--- src/hdl/spq_pkg.sv ---
// Package for the sorted priority queue: sizes, codes, entry layout and state type.
package spq_pkg;

   localparam int QUEUE_DEPTH = 16;
   localparam int IDX_W       = (QUEUE_DEPTH > 1) ? $clog2(QUEUE_DEPTH) : 1;
   localparam int CNT_W       = $clog2(QUEUE_DEPTH + 1);
   localparam int ENTRY_W     = 32;

   localparam logic REQ_INSERT = 1'b0;
   localparam logic REQ_REMOVE = 1'b1;

   typedef enum logic [1:0] {
      STATUS_OK    = 2'd0,
      STATUS_EMPTY = 2'd1,
      STATUS_FULL  = 2'd2
   } status_type;

   typedef struct packed {
      logic [7:0]  prio;
      logic [15:0] rec;
      logic [7:0]  age;
   } entry_type;

   typedef enum logic [2:0] {
      ST_IDLE,
      ST_INS_RD,
      ST_INS_CMP,
      ST_REM_HEAD,
      ST_REM_RD,
      ST_REM_MOVE,
      ST_RESP
   } state_type;

endpackage

--- src/hdl/spq_ram.sv ---
// Generic single-write, single-read RAM with registered read data.
module spq_ram #(
   parameter int WIDTH = 32,
   parameter int DEPTH = 16
) (
   input  logic                             clock,
   input  logic                             wr_en,
   input  logic [$clog2(DEPTH > 1 ? DEPTH : 2)-1:0] wr_addr,
   input  logic [WIDTH-1:0]                 wr_data,
   input  logic [$clog2(DEPTH > 1 ? DEPTH : 2)-1:0] rd_addr,
   output logic [WIDTH-1:0]                 rd_data
);

   logic [WIDTH-1:0] mem_ff [DEPTH];

   always_ff @(posedge clock) begin
      if (wr_en) begin
         mem_ff[wr_addr] <= wr_data;
      end
      rd_data <= mem_ff[rd_addr];
   end

endmodule

--- src/hdl/sorted_priority_queue_core.sv ---
// Top level of the sorted priority queue: request sequencer, entry walk and result register.
//
// Usage. A request is a transfer on the input side: it is taken at a rising clock edge where
// start is high and busy is low. req_type selects insert (priority, record number, age) or
// remove of the front entry. The queue holds up to QUEUE_DEPTH entries in priority order,
// highest first; entries of equal priority leave in the order in which they arrived.
// Every request yields exactly one result transfer: rsp_valid is high for one cycle and the
// rsp_ ports carry the status, the removed entry (zero unless a remove succeeded) and the
// number of entries held after the request. The receiver cannot stall; a result that is not
// captured in its strobe cycle is gone.
//
// Timing. Entries live in a one-port-pair RAM, and all movement goes through it one entry at
// a time (read, then compare and write back). An insert walks from the back, moving each
// entry of lower priority one place toward the back, and writes the new entry where the walk
// stops or at the front; a full or empty rejection goes straight to the result; a remove
// takes the front entry and moves every later entry one place forward. busy stays high until
// the cycle after the strobe, when the next request can be taken. A remove from a full
// queue is the slowest request, set by the single read port of the entry RAM.
//
// Reset. A synchronous active-high reset empties the queue at once; the RAM is not cleared,
// since only entries below the held count are ever used.
module sorted_priority_queue_core
   import spq_pkg::*;
(
   input  logic        clock,
   input  logic        reset,
   input  logic        start,
   output logic        busy,
   input  logic        req_type,
   input  logic [7:0]  req_priority_req,
   input  logic [15:0] req_record_number,
   input  logic [7:0]  req_patient_age,
   output logic        rsp_valid,
   output logic [1:0]  rsp_status,
   output logic [15:0] rsp_out_record_number,
   output logic [7:0]  rsp_out_age,
   output logic [7:0]  rsp_out_priority,
   output logic [4:0]  rsp_entry_count
);

   // Control registers.
   state_type        state_ff, state_in;
   logic [CNT_W-1:0] count_ff, count_in;
   logic [CNT_W-1:0] idx_ff, idx_in;

   // Payload registers: the latched request and the pending result.
   entry_type  new_ff, new_in;
   status_type status_ff, status_in;
   entry_type  out_ff, out_in;

   // RAM connections.
   logic      ram_we;
   logic [IDX_W-1:0] ram_waddr, ram_raddr;
   entry_type ram_wdata;
   logic [ENTRY_W-1:0] ram_rdata_raw;
   entry_type ram_rdata;

   logic             accept;
   logic [CNT_W-1:0] idx_dec;
   logic             walk_stop;
   logic [CNT_W+4:0] count_ext;

   assign ram_rdata = entry_type'(ram_rdata_raw);
   assign accept    = start && (state_ff == ST_IDLE);
   assign idx_dec   = idx_ff - CNT_W'(1);

   // The shared compare unit: the new entry settles behind any entry of equal or higher
   // priority, which keeps equal priorities in arrival order.
   assign walk_stop = (ram_rdata.prio >= new_ff.prio);

   spq_ram #(
      .WIDTH (ENTRY_W),
      .DEPTH (QUEUE_DEPTH)
   ) u_entry_ram (
      .clock   (clock),
      .wr_en   (ram_we),
      .wr_addr (ram_waddr),
      .wr_data (ram_wdata),
      .rd_addr (ram_raddr),
      .rd_data (ram_rdata_raw)
   );

   // Next state.
   always_comb begin
      state_in = state_ff;
      case (state_ff)
         ST_IDLE: begin
            if (start) begin
               if (req_type == REQ_INSERT) begin
                  state_in = (count_ff == CNT_W'(QUEUE_DEPTH)) ? ST_RESP : ST_INS_RD;
               end else begin
                  state_in = (count_ff == '0) ? ST_RESP : ST_REM_HEAD;
               end
            end
         end
         ST_INS_RD: begin
            state_in = (idx_ff == '0) ? ST_RESP : ST_INS_CMP;
         end
         ST_INS_CMP: begin
            state_in = walk_stop ? ST_RESP : ST_INS_RD;
         end
         ST_REM_HEAD: begin
            state_in = ST_REM_RD;
         end
         ST_REM_RD: begin
            state_in = (idx_ff >= count_ff) ? ST_RESP : ST_REM_MOVE;
         end
         ST_REM_MOVE: begin
            state_in = ST_REM_RD;
         end
         ST_RESP: begin
            state_in = ST_IDLE;
         end
         default: begin
            state_in = ST_IDLE;
         end
      endcase
   end

   // Outputs of the sequencer: RAM controls and datapath updates.
   always_comb begin
      ram_we    = 1'b0;
      ram_waddr = idx_ff[IDX_W-1:0];
      ram_wdata = new_ff;
      ram_raddr = '0;
      count_in  = count_ff;
      idx_in    = idx_ff;
      new_in    = new_ff;
      status_in = status_ff;
      out_in    = out_ff;
      case (state_ff)
         ST_IDLE: begin
            // The read port idles on the front entry so that a remove finds it ready.
            if (accept) begin
               new_in    = '{prio: req_priority_req, rec: req_record_number,
                             age: req_patient_age};
               out_in    = '0;
               status_in = STATUS_OK;
               if (req_type == REQ_INSERT) begin
                  idx_in = count_ff;
                  if (count_ff == CNT_W'(QUEUE_DEPTH)) begin
                     status_in = STATUS_FULL;
                  end
               end else begin
                  idx_in = CNT_W'(1);
                  if (count_ff == '0) begin
                     status_in = STATUS_EMPTY;
                  end
               end
            end
         end
         ST_INS_RD: begin
            if (idx_ff == '0) begin
               ram_we   = 1'b1;
               count_in = count_ff + CNT_W'(1);
            end else begin
               ram_raddr = idx_dec[IDX_W-1:0];
            end
         end
         ST_INS_CMP: begin
            ram_we = 1'b1;
            if (walk_stop) begin
               count_in = count_ff + CNT_W'(1);
            end else begin
               ram_wdata = ram_rdata;
               idx_in    = idx_dec;
            end
         end
         ST_REM_HEAD: begin
            out_in = ram_rdata;
         end
         ST_REM_RD: begin
            if (idx_ff >= count_ff) begin
               count_in = count_ff - CNT_W'(1);
            end else begin
               ram_raddr = idx_ff[IDX_W-1:0];
            end
         end
         ST_REM_MOVE: begin
            ram_we    = 1'b1;
            ram_waddr = idx_dec[IDX_W-1:0];
            ram_wdata = ram_rdata;
            idx_in    = idx_ff + CNT_W'(1);
         end
         ST_RESP: begin
         end
         default: begin
         end
      endcase
   end

   always_ff @(posedge clock) begin
      if (reset) begin
         state_ff <= ST_IDLE;
         count_ff <= '0;
         idx_ff   <= '0;
      end else begin
         state_ff <= state_in;
         count_ff <= count_in;
         idx_ff   <= idx_in;
      end
   end

   always_ff @(posedge clock) begin
      new_ff    <= new_in;
      status_ff <= status_in;
      out_ff    <= out_in;
   end

   // The reported count is the held count taken to five bits.
   assign count_ext = {5'd0, count_ff};

   assign busy                  = (state_ff != ST_IDLE);
   assign rsp_valid             = (state_ff == ST_RESP);
   assign rsp_status            = status_ff;
   assign rsp_out_record_number = out_ff.rec;
   assign rsp_out_age           = out_ff.age;
   assign rsp_out_priority      = out_ff.prio;
   assign rsp_entry_count       = count_ext[4:0];

   // Every result ends the request: the block is free the cycle after the strobe.
   assert property (@(posedge clock) disable iff (reset) rsp_valid |=> !busy)
      else $error("block still busy after result strobe");

   // A taken request always starts work.
   assert property (@(posedge clock) disable iff (reset) (start && !busy) |=> busy)
      else $error("request accepted but block not busy");

   // The held count never exceeds the queue depth.
   assert property (@(posedge clock) disable iff (reset) count_ff <= CNT_W'(QUEUE_DEPTH))
      else $error("held count beyond queue depth");

   // A full rejection is reported only when the queue is full, an empty one only when empty.
   assert property (@(posedge clock) disable iff (reset)
      (rsp_valid && (rsp_status == STATUS_FULL)) |-> (count_ff == CNT_W'(QUEUE_DEPTH)))
      else $error("full status with room in the queue");

   assert property (@(posedge clock) disable iff (reset)
      (rsp_valid && (rsp_status == STATUS_EMPTY)) |-> (count_ff == '0))
      else $error("empty status with entries held");

endmodule

--- config.mk ---
export PLATFORM = sky130hd
export DESIGN_NAME = sorted_priority_queue_core
export DESIGN_NICKNAME = d
export VERILOG_FILES = /design/src/hdl/spq_pkg.sv /design/src/hdl/spq_ram.sv /design/src/hdl/sorted_priority_queue_core.sv
export SDC_FILE = /design/constraint.sdc
export NUM_CORES = 1
export LEC_CHECK = 0
export ABC_CLOCK_PERIOD_IN_PS = 4600
export BUFFER_PORTS_ARGS = -buffer_cell sky130_fd_sc_hd__buf_4
export CORE_MARGIN = 4
export CORE_UTILIZATION = 33
export DETAILED_ROUTE_END_ITERATION = 10
export PLACE_DENSITY = 0.53
export SLEW_MARGIN = 20
export SYNTH_ARGS = -nofsm -noshare
export SYNTH_HDL_FRONTEND = slang
export SYNTH_HIERARCHICAL = 1
export SYNTH_SLANG_ARGS = --single-unit
--- constraint.sdc ---
create_clock -name clock -period 4.6 [get_ports clock]
set_clock_uncertainty 0.1 [all_clocks]
set_input_delay 0.23 -clock clock [delete_from_list [all_inputs] [get_ports clock]]
set_output_delay 0.23 -clock clock [all_outputs]
set_load 0.1 [all_outputs]
==> results of run 1 <==
==> worst max path at each step <==
stage	from	to	slack [ps]	cells past startpoint
6_report	idx_ff[0]$_SDFFE_PP0P_	u_entry_ram/rd_data[11]$_DFF_P_	780	10
5_1_grt	idx_ff[0]$_SDFFE_PP0P_	u_entry_ram/rd_data[11]$_DFF_P_	510	10
4_1_cts	idx_ff[0]$_SDFFE_PP0P_	u_entry_ram/rd_data[11]$_DFF_P_	730	10
3_5_place_dp	idx_ff[0]$_SDFFE_PP0P_	u_entry_ram/rd_data[11]$_DFF_P_	760	10
3_3_place_gp	idx_ff[0]$_SDFFE_PP0P_	u_entry_ram/rd_data[11]$_DFF_P_	810	10
2_1_floorplan	state_ff[1]$_SDFFE_PP0P_	u_entry_ram/mem_ff[0][0]$_DFFE_PP_	110	8
==> flip-flops by register name, summed over array words and instances (netlist names) <==
signal	cells
state_ff	3
u_entry_ram/mem_ff	512
rsp_out_record_number	16
idx_ff	5
new_ff	32
rsp_entry_count	5
u_entry_ram/rd_data	32
rsp_out_priority	8
rsp_status	2
rsp_out_age	8
==> where the power goes <==
| group | total [mW] | switching (mW) | internal (mW) |
|---|---|---|---|
| Combinational | 5.27 | 3.44 | 1.83 |
| Sequential | 7.88 | 0.327 | 7.55 |
| Clock | 5.49 | 2.19 | 3.30 |
| Total | 18.6 | 5.96 | 12.7 |
==> layer usage <==
metal	wire [um]	share of wire (%)	up-vias	GRT usage, %
li1	-	-	5173	-
met1	26100	46	6368	20.7
met2	26900	47	285	23.2
met3	2900	5.1	86	3.04
met4	1130	2.0	0	3.67
met5	0	0	-	0
==> cell families (layout without fill, tap and decap cells) <==
group | count (synthesis) | after routing | share of synthesized area, %
buffers and inverters | 80 | 289 | 1.55
XOR/XNOR | 7 | 7 | 0.254
AND/OR/NAND/NOR | 165 | 165 | 3.49
other | 0 | 1 | 0
adder cells (fa/ha/maj) | 21 | 21 | 1.12
flip-flops | 623 | 623 | 75.8
multiplexers | 169 | 169 | 14.1
AO/OA/AOI/OAI | 122 | 122 | 3.73
==> synth_stat cells, drive strengths merged (6+ instances only) <==
library cell / n
ha: 20
nand2: 46
nor3: 10
clkbuf: 26
buf: 34
nor2: 36
a211oi: 9
and2: 34
nand3: 7
o21ai: 7
a21oi: 12
mux4: 128
nand2b: 7
edfxtp: 578
a21o: 6
a22oi: 65
mux2: 37
dfxtp: 45
inv: 20
==> critical path, stage by stage (launching register included) <==
cell      delay, ps
dfxtp_1         470
inv_1           200
ha_1            300
nand2b_1        140
a21oi_1         280
o211ai_1        340
mux2i_4         610
buf_12          380
mux4_2          550
a22oi_1         230
nand2_1          80
==> layout make-up <==
class	instances	share of cell area [%]
Antenna cell	1	0.00869
Sequential cell	623	63.4
Timing Repair Buffer	145	4.74
Clock inverter	27	1.11
Multi-Input combinational cell	484	19.6
Clock buffer	97	6.75
Tap cell	950	4.13
Inverter	20	0.261
==> metrics by stage <==
stage | cell area [um2] | setup slack (ps) | hold WS (ps) | cells | total power, mW
after floorplan | 24100 | 114 | 229 | 1187 | 11.6
after global placement | 26200 | 811 | 309 | 2187 | 13.2
after detailed placement | 26200 | 762 | 309 | 2187 | 13.3
after CTS | 28800 | 734 | 205 | 2346 | 18.9
after global routing | 28800 | 510 | 225 | 2346 | 19.5
final | 28800 | 777 | 247 | 2347 | 18.6
==> results.md, run 1 <==
- GP Congestion: around 0.76
- Detailed Place HPWL: a little under 30000 um
- Post-CTS resize count: 0
- Outcome: complete, no violations
- Gate count of the mapped netlist: roughly 1200
- IO Port Bufs: 76
- Syn_nets: approximately 1200
- Grt ovf: 0
- Vias in the first global route: 12338
- Area of the multi-input gates: between 0.005 and 0.006 mm2
- RSZ-0062 raised after global routing: no
- Crit. End Element: register
- Clock Tree Buf Depth: 3
- CTS root buffer: clkbuf_16
- Total routing usage reported by global routing: 14.6%
- Std cell rows: ~100
- Syn Area/Cell: slightly above 20 um2
- Slew Limit Fails: 0
- Syn-to-layout area delta: 19.5%
- Post-synth cell types: 61
- Crit Path Class: register to register
- Worst-Skew Late Latency: ~600 ps
- Setup TNS: 0 ps
- Synth warn: 6
- CTS tree: yes
- Register bit count reported by yosys: around 620
- CP arrival: 4200 ps
- Hold EP: new_ff[6]$_DFFE_PP_
- # IOs: between 70 and 80
- First-pass DRT Iterations: 5
- Top FF cell, synth: edfxtp_1
- Fillers: approximately 6400
- PD cells: 647 mW/mm2
- Routed vias: 11912
- Fin. Hold Viols: 0
- Max-cap violations: 0
- CTS sink count: about 620
- Antenna violations before repair: 1
- CTS HTree Levels: 3
- Most frequent cells in the layout: edfxtp_1 (578), mux4_2 (128), buf_4 (95), clkbuf_16 (71), a22oi_1 (65)
- Commonest non-fill, non-tap cell in the layout: edfxtp_1
- Min Clock Period, post-route: 3820 ps
- Yosys top cell area share: ~72%
- Post-DRT Antenna Nets: 0
- # hold bufs at CTS: 35
- RR Startpoint: idx_ff[0]$_SDFFE_PP0P_
- Final worst path period share: 83.1%
- Core ar.: just over 0.07 mm2
- VDD IR max: roughly 0.44 mV
- Reg2reg path depth: 10
- Largest net degree at the start of global routing: 72
- Fin util: roughly 40%
- Startpoint types: register
- Post-synth EDFFs: 578
- Register area: ~0.018 mm2
- Die ar.: 0.0774 mm2
- Drt via density: approximately 5.1
- Postcts setup bufs: 0
- Hold Path Depth: 2
- Fraction of registers with async set/reset: 0%
- Share of cells above drive strength 1: 28.6%
- Highest Clock Rate: ~260 MHz
- Worst-path fanout max: 37
- Total Wirelength: between 50000 and 60000 um
- Sequential fraction of the synthesis area: between 70% and 80%
- Req. time, crit path: around 5000 ps
- Area leader, netlist: edfxtp_1
- Die H: about 280 um
- Post-synthesis cell area: 0.0241 mm2
- Hold Crit Start: req_patient_age[6]
- Synth area leaders: edfxtp_1 (72%), mux4_2 (12%), dfxtp_1 (3.7%)
- Setup slack, reg-to-reg: about 780 ps
- Initial DRC Count: a little over 1000
- Min-Delay Path Class: primary input to register
- Rel. slew slack: between 40 and 50%
- Worst-path clk slew: ~60 ps
- First-pass GRT wire length: 83400 um
- TritonCTS buffer count: between 60 and 70
- Measured slew at the worst slew-check pin: 771 ps
- Final layout net count: ~1400
- Wire length per cell: around 24 um
- Pleak: between 9 and 10 nW
- Reg-to-reg endpoint: u_entry_ram/rd_data[11]$_DFF_P_
- Post-route DRC violation count: 0
- Final setup violating endpoints: 0
- Starting Density: around 33%
- Die X: between 200 and 300 um
No activity file was read; power rests on OpenSTA's default activity.
==> run 2: changes to the inputs <==
ABC_AREA = 1   (was unset)
ABC_CLOCK_PERIOD_IN_PS = 3570   (was 4600)
PLACE_DENSITY = 0.52   (was 0.53)
clock period = 3.57 ns   (was 4.6 ns; I/O delays follow)
==> results.md, run 2 <==
- Max reg flops: 512 (unchanged)
- Worst-path clk slew: 60 ps (about the same)
- Starting Density: 33.3% (was 33.5%)
- Total Power: 24.8 mW (was 18.6 mW)
- Post-CTS resize count: 0 (unchanged)
- Syn_nets: 2621 (was 1244)
- Final layout net count: 2754 (was 1399)
- Highest Clock Rate: 304 MHz (was 262 MHz)
- Syn-to-layout area delta: 17.9% (was 19.5%)
- IO Port Bufs: 76 (unchanged)
- Post-synth cell types: 43 (was 61)
- Hold EP: new_ff[10]$_DFFE_PP_ (was new_ff[6]$_DFFE_PP_)
- # IOs: 77 (unchanged)
- GP Congestion: 0.797 (was 0.756)
- Commonest non-fill, non-tap cell in the layout: nand2_1 (was edfxtp_1)
- Post-route DRC violation count: 0 (unchanged)
- Most frequent cells in the layout: nand2_1 (769), edfxtp_1 (578), inv_1 (455), nand3_1 (407), buf_4 (114) (was edfxtp_1 (578), mux4_2 (128), buf_4 (95), clkbuf_16 (71), a22oi_1 (65))
- CTS tree: yes (unchanged)
- Detailed Place HPWL: 37000 um (was 29400 um)
- Clock Tree Buf Depth: 3 (unchanged)
- Worst Path Buf+Inv: 3 (was 2)
- Measured slew at the worst slew-check pin: 1010 ps (was 771 ps)
- Fin util: 39.3% (was 40.0%)
- Ant diodes: 0 (was 1)
- Setup slack, reg-to-reg: 280 ps (was 780 ps)
- Top Registers: u_entry_ram/mem_ff (512), new_ff (32), u_entry_ram/rd_data (32) (unchanged)
- Reg with most FFs: u_entry_ram/mem_ff (unchanged)
- RSZ-0062 raised after global routing: no (unchanged)
- Grt ovf: 0 (unchanged)
- Die ar.: 0.0858 mm2 (was 0.0774 mm2)
- Total routing usage reported by global routing: 16.0% (was 14.6%)
- Die X: 293 um (was 278 um)
- Synth warn: 6 (unchanged)
- Post-DRT Antenna Nets: 0 (unchanged)
- Top cells by count, synth: nand2_1 (769), edfxtp_1 (578), inv_1 (457) (was edfxtp_1 (578), mux4_2 (128), a22oi_1 (65))
- Sequential fraction of the synthesis area: 68.2% (was 75.8%)
- Area leader, netlist: edfxtp_1 (unchanged)
- Core ar.: 0.0804 mm2 (was 0.0720 mm2)
- Min-Delay Path Class: primary input to register (unchanged)
- First-pass GRT wire length: 106000 um (was 83400 um)
- Top FF cell, synth: edfxtp_1 (unchanged)
- Sw power: 8.89 mW (was 5.96 mW)
- Rel. slew slack: 32.4% (was 48.6%)
- CTS root buffer: clkbuf_16 (unchanged)
- Post-synthesis cell area: 0.0268 mm2 (was 0.0241 mm2)
- CP arrival: 3650 ps (was 4200 ps)
- Clock power frac: 27.6% (was 29.5%)
- Int Power: 15.9 mW (was 12.7 mW)
- Register area: 0.0183 mm2 (unchanged)
- Std cell rows: 104 (was 98)
- Crit-path slowest cell: o31ai_4 (was mux2i_4)
- RR Startpoint: rsp_entry_count[1]$_SDFFE_PP0P_ (was idx_ff[0]$_SDFFE_PP0P_)
- Final setup violating endpoints: 0 (unchanged)
- Area of the multi-input gates: 0.00625 mm2 (was 0.00563 mm2)
- Total Wirelength: 68800 um (was 57000 um)
- Detail Route met3 WL: 3450 um (was 2900 um)
- Routed vias: 17789 (was 11912)
- Highest Signal Layer: met4 (unchanged)
- Reg-to-reg endpoint: u_entry_ram/rd_data[24]$_DFF_P_ (was u_entry_ram/rd_data[11]$_DFF_P_)
- Most frequent CP cell: nand2_1
- Worst-path fanout max: 93 (was 37)
- Combinational power share: 31.2% (was 28.3%)
- Fillers: 7792 (was 6352)
- Fin. Hold Viols: 0 (unchanged)
- CP peak stage delay: 480 ps (was 610 ps)
- Reg power frac: 41.2% (was 42.3%)
- Crit Path Class: register to register (unchanged)
- Drt via density: 4.67 (was 5.08)
- Crit. End Element: register (unchanged)
- First-pass DRT Iterations: 5 (unchanged)
- Outcome: complete, no violations (unchanged)
- Post-synth EDFFs: 578 (unchanged)
- CTS sink count: 623 (unchanged)
- Hold Crit Start: req_record_number[2] (was req_patient_age[6])
- Reg2reg path depth: 14 (was 10)
- Wire length on met1: 31200 um (was 26100 um)
- Setup TNS: 0 ps (unchanged)
- Wire length per cell: 18.0 um (was 24.3 um)
- Antenna violations before repair: 0 (was 1)
- Initial DRC Count: 1573 (was 1010)
- Vias in the first global route: 17739 (was 12338)
- Die H: 293 um (was 278 um)
- Register bit count reported by yosys: 623 (unchanged)
- CTS HTree Levels: 3 (unchanged)
- Worst-Skew Late Latency: 610 ps (was 600 ps)
- Slew Limit Fails: 0 (unchanged)
- TritonCTS buffer count: 67 (was 68)
- Gate count of the mapped netlist: 2564 (was 1187)
- Pleak: 13.2 nW (was 9.29 nW)
- Min Clock Period, post-route: 3290 ps (was 3820 ps)
- Req. time, crit path: 3920 ps (was 4980 ps)
- CP delay by family, top: compound AO/OA/AOI/OAI gates (was multiplexers)
- Met2 wire length: 32200 um (was 26900 um)
- Share of cells above drive strength 1: 10.6% (was 28.6%)
- Synth area leaders: edfxtp_1 (65%), nand2_1 (11%), nand3_1 (7.6%) (was edfxtp_1 (72%), mux4_2 (12%), dfxtp_1 (3.7%))
- Crit-path cells: inv_1, ha_1, a21boi_0, o21bai_1, nand2_1, o31ai_4, inv_6, buf_12, nand2_1, nand2_1, nand2_1, nand3_1, nand3_1, nand2_1 (was inv_1, ha_1, nand2b_1, a21oi_1, o211ai_1, mux2i_4, buf_12, mux4_2, a22oi_1, nand2_1)
- Final worst path period share: 92.3% (was 83.1%)
- Count leader, synth: nand2_1 (was edfxtp_1)
- Syn Area/Cell: 10.4 um2 (was 20.3 um2)
- Fraction of registers with async set/reset: 0% (unchanged)
- Max-cap violations: 0 (unchanged)
- VDD IR max: 0.452 mV (was 0.438 mV)
- Hold Path Depth: 2 (unchanged)
- Largest net degree at the start of global routing: 107 (was 72)
- Startpoint types: register (unchanged)
- Net Sw Frac: 35.8% (was 32.0%)
- Yosys top cell area share: 64.8% (was 72.0%)
- PD cells: 786 mW/mm2 (was 647 mW/mm2)
-- run 2: changes by cell type after synthesis, moves of 12 or more --
| cell | before | now |
|---|---|---|
| mux2_1 | 12 | 0 |
| nor2_1 | 36 | 71 |
| buf_6 | 3 | 29 |
| mux2_4 | 14 | 0 |
| and2_1 | 34 | 0 |
| mux4_2 | 128 | 0 |
| inv_1 | 20 | 457 |
| a22oi_1 | 65 | 0 |
| nand3_1 | 7 | 407 |
| buf_2 | 11 | 47 |
| clkbuf_1 | 26 | 14 |
| o21ai_1 | 1 | 34 |
| nand2_1 | 46 | 769 |
-- run 2: area by class of cell --
class	count	share of cell area, %
clock inverters	28	0.868
inverters	465	5.56
well taps	1060	4.20
flip-flops and latches	623	57.8
multi-input cells	1362	19.8
repair buffers	178	5.66
clock buffers	96	6.08
-- run 2: routing by layer --
metal	track usage (%)	up-vias
met5	0	-
met4	4.95	0
met1	21.8	8601
met3	2.59	138
met2	26.4	453
li1	-	8597
-- run 2: power groups by stage --
stage / sequential (mW) / combinational [mW] / clock (mW)
after global routing: 10.3 / 8.60 / 7.37
after CTS: 10.2 / 7.81 / 7.04
after detailed placement: 10.4 / 7.76 / 0
after floorplan: 11.5 / 4.18 / 0
after global placement: 10.4 / 7.66 / 0
final: 10.2 / 7.75 / 6.85
-- run 2: worst max path at each step --
stage / startpoint / endpoint / slack [ps] / cells after the start
after floorplan: state_ff[0]$_SDFFE_PP0P_ / rsp_out_age[0]$_SDFFCE_PN0P_ / 290 / 5
final: rsp_entry_count[1]$_SDFFE_PP0P_ / u_entry_ram/rd_data[24]$_DFF_P_ / 280 / 14
after CTS: rsp_entry_count[3]$_SDFFE_PP0P_ / u_entry_ram/rd_data[24]$_DFF_P_ / 310 / 14
after global placement: rsp_entry_count[3]$_SDFFE_PP0P_ / u_entry_ram/rd_data[29]$_DFF_P_ / 380 / 13
after detailed placement: rsp_entry_count[1]$_SDFFE_PP0P_ / u_entry_ram/rd_data[24]$_DFF_P_ / 310 / 14
after global routing: new_ff[27]$_DFFE_PP_ / u_entry_ram/mem_ff[12][20]$_DFFE_PP_ / 40 / 12
-- run 2: metrics by stage --
stage / instance area [um2] / worst slack (ps) / hold slack (ps) / cells
2_1_floorplan: 26800 / 285 / 148 / 2564
3_3_place_gp: 29000 / 383 / 258 / 3653
3_5_place_dp: 29000 / 315 / 258 / 3653
4_1_cts: 31500 / 305 / 138 / 3812
5_1_grt: 31600 / 40.4 / 153 / 3812
6_report: 31600 / 275 / 180 / 3812
-- run 2: timing repair --
action	in CTS	in global routing
hold endpoints to repair	47	0
setup buffers	0	0
hold buffers	35	0
-- run 2: cells by family after synthesis --
| group | share of synthesized area (%) |
|---|---|
| simple gates | 20.0 |
| flops | 68.2 |
| buf+inv | 9.31 |
| compound gates | 1.41 |
| fa+ha+maj | 1.01 |
| xor+xnor | 0.131 |
==> run 3: changes to the inputs <==
ABC_AREA = unset   (was 1)
CTS_CLUSTER_SIZE = 8   (was unset)
==> results.md, run 3 (same netlist as run 1, synthesis figures left out) <==
- Max reg flops: 512 (unchanged)
- Grt ovf: 0 (unchanged)
- Fin. Hold Viols: 0 (unchanged)
- Final worst path period share: 92.8% (was 92.3%)
- CTS tree: yes (unchanged)
- Rel. slew slack: 27.9% (was 32.4%)
- Die X: 278 um (was 293 um)
- Routed vias: 12239 (was 17789)
- Post-DRT Antenna Nets: 0 (unchanged)
- Worst Setup SP: rsp_entry_count[3]$_SDFFE_PP0P_ (was rsp_entry_count[1]$_SDFFE_PP0P_)
- Crit-path slowest cell: mux4_2 (was o31ai_4)
- Total routing usage reported by global routing: 15.0% (was 16.0%)
- Startpoint types: register (unchanged)
- CTS sink count: 623 (unchanged)
- Std cell rows: 98 (was 104)
- TritonCTS buffer count: 88 (was 67)
- CP delay by family, top: compound AO/OA/AOI/OAI gates (unchanged)
- CP arrival: 3710 ps (was 3650 ps)
- Ant diodes: 0 (unchanged)
- Initial DRC Count: 1076 (was 1573)
- Syn-to-layout area delta: 23.8% (was 17.9%)
- CTS HTree Levels: 3 (unchanged)
- Min-Delay Path Class: primary input to register (unchanged)
- WHS: 163 ps (was 180 ps)
- Setup ws final: 258 ps (was 275 ps)
- RR Startpoint: rsp_entry_count[3]$_SDFFE_PP0P_ (was rsp_entry_count[1]$_SDFFE_PP0P_)
- Largest net degree at the start of global routing: 40 (was 107)
- Core ar.: 0.0720 mm2 (was 0.0804 mm2)
- GP Congestion: 0.766 (was 0.797)
- RSZ-0062 raised after global routing: no (unchanged)
- Most frequent cells in the layout: edfxtp_1 (578), buf_4 (148), mux4_2 (128), clkbuf_16 (91), a22oi_1 (65) (was nand2_1 (769), edfxtp_1 (578), inv_1 (455), nand3_1 (407), buf_4 (114))
- Placed cells: 2252 (was 3653)
- Highest Clock Rate: 302 MHz (was 304 MHz)
- VDD IR max: 0.655 mV (was 0.452 mV)
- Hold Crit Start: req_record_number[9] (was req_record_number[2])
- CP peak stage delay: 520 ps (was 480 ps)
- Most frequent CP cell: buf_12 (was nand2_1)
- Crit Path Class: register to register (unchanged)
- Share of cells above drive strength 1: 31.0% (was 10.6%)
- Vias in the first global route: 13165 (was 17739)
- Max-cap violations: 0 (unchanged)
- Top Registers: u_entry_ram/mem_ff (512), new_ff (32), u_entry_ram/rd_data (32) (unchanged)
- Req. time, crit path: 3970 ps (was 3920 ps)
- Post-route DRC violation count: 0 (unchanged)
- PD cells: 848 mW/mm2 (was 786 mW/mm2)
- Worst-Skew Late Latency: 630 ps (was 610 ps)
- Measured slew at the worst slew-check pin: 1080 ps (was 1010 ps)
- Final layout net count: 1486 (was 2754)
- Fillers: 6310 (was 7792)
- First-pass DRT Iterations: 5 (unchanged)
- Fin cells: 2447 (was 3812)
- Slew Limit Fails: 0 (unchanged)
- Drt via density: 5.00 (was 4.67)
- Crit-path cells: inv_1, ha_1, a21o_1, a21oi_1, o211ai_1, buf_4, mux2i_4, buf_12, buf_12, mux4_2, a22oi_1, nand2_1 (was inv_1, ha_1, a21boi_0, o21bai_1, nand2_1, o31ai_4, inv_6, buf_12, nand2_1, nand2_1, nand2_1, nand3_1, nand3_1, nand2_1)
- Min Clock Period, post-route: 3310 ps (was 3290 ps)
- CTS root buffer: clkbuf_16 (unchanged)
- Total Wirelength: 57700 um (was 68800 um)
- Reg with most FFs: u_entry_ram/mem_ff (unchanged)
- Die H: 278 um (was 293 um)
- Final setup violating endpoints: 0 (unchanged)
- Worst Path Buf+Inv: 4 (was 3)
- IO Port Bufs: 76 (unchanged)
- Worst-path clk slew: 50 ps (was 60 ps)
- # IOs: 77 (unchanged)
- Outcome: complete, no violations (unchanged)
- First-pass GRT wire length: 86900 um (was 106000 um)
- Starting Density: 33.5% (was 33.3%)
- Worst-path fanout max: 21 (was 93)
- Antenna violations before repair: 2 (was 0)
- Wire length per cell: 23.6 um (was 18.0 um)
- Crit. End Element: register (unchanged)
- Pleak: 9.81 nW (was 13.2 nW)
- Die ar.: 0.0774 mm2 (was 0.0858 mm2)
- Detailed Place HPWL: 32800 um (was 37000 um)
- Worst slack, placed: 251 ps (was 315 ps)
- Clock Tree Buf Depth: 3 (unchanged)
- Commonest non-fill, non-tap cell in the layout: edfxtp_1 (was nand2_1)
-- run 3: final cells by class --
cell class / instances / area (um2) / area share (%)
inverters: 20 / 75.1 / 0.252
clock buffers: 153 / 2530 / 8.48
well taps: 950 / 1190 / 3.99
repair buffers: 212 / 2040 / 6.85
flip-flops and latches: 623 / 18300 / 61.2
clock inverters: 5 / 72.6 / 0.243
multi-input cells: 484 / 5650 / 19.0
-- run 3: final timing paths --
path | slack [ps] | cells past startpoint | to
max | 260 | 12 | u_entry_ram/rd_data[10]$_DFF_P_
min | 160 | 2 | new_ff[17]$_DFFE_PP_
max reg2reg | 260 | 12 | u_entry_ram/rd_data[10]$_DFF_P_
min reg2reg | 420 | 1 | rsp_out_age[4]$_SDFFCE_PN0P_
-- run 3: what timing repair did --
action                                  CTS  global route
hold buffers                             35             0
resized for setup                         0             0
hold endpoints to repair                 47             0
endpoints found under the setup margin    0             2
buffers inserted                          0             2
-- run 3: power breakdown --
group          switching [mW]  internal (mW)  total, mW
clock                    3.02           4.77       7.79
combinational            4.64           2.75       7.39
sequential              0.354           9.74       10.1
-- run 3: stage by stage --
| stage | cell area (um2) | TNS, ps | total power [mW] | util [%] |
|---|---|---|---|---|
| after CTS | 29800 | 0 | 25.7 | 41.4 |
| after global placement | 26900 | 0 | 17.6 | 37.3 |
| after floorplan | 24100 | -4240 | 15.0 | - |
| after global routing | 29800 | 0 | 26.5 | 41.4 |
| after detailed placement | 26900 | 0 | 17.7 | 37.3 |
| final | 29800 | 0 | 25.3 | 41.4 |
-- run 3: per-layer routing --
metal,wire length [um],vias to the layer above,global-route usage (%)
li1,-,5370,-
met1,25900,6444,20.7
met2,27600,333,24.2
met3,3010,92,3.39
met4,1210,0,3.81
met5,0,-,0
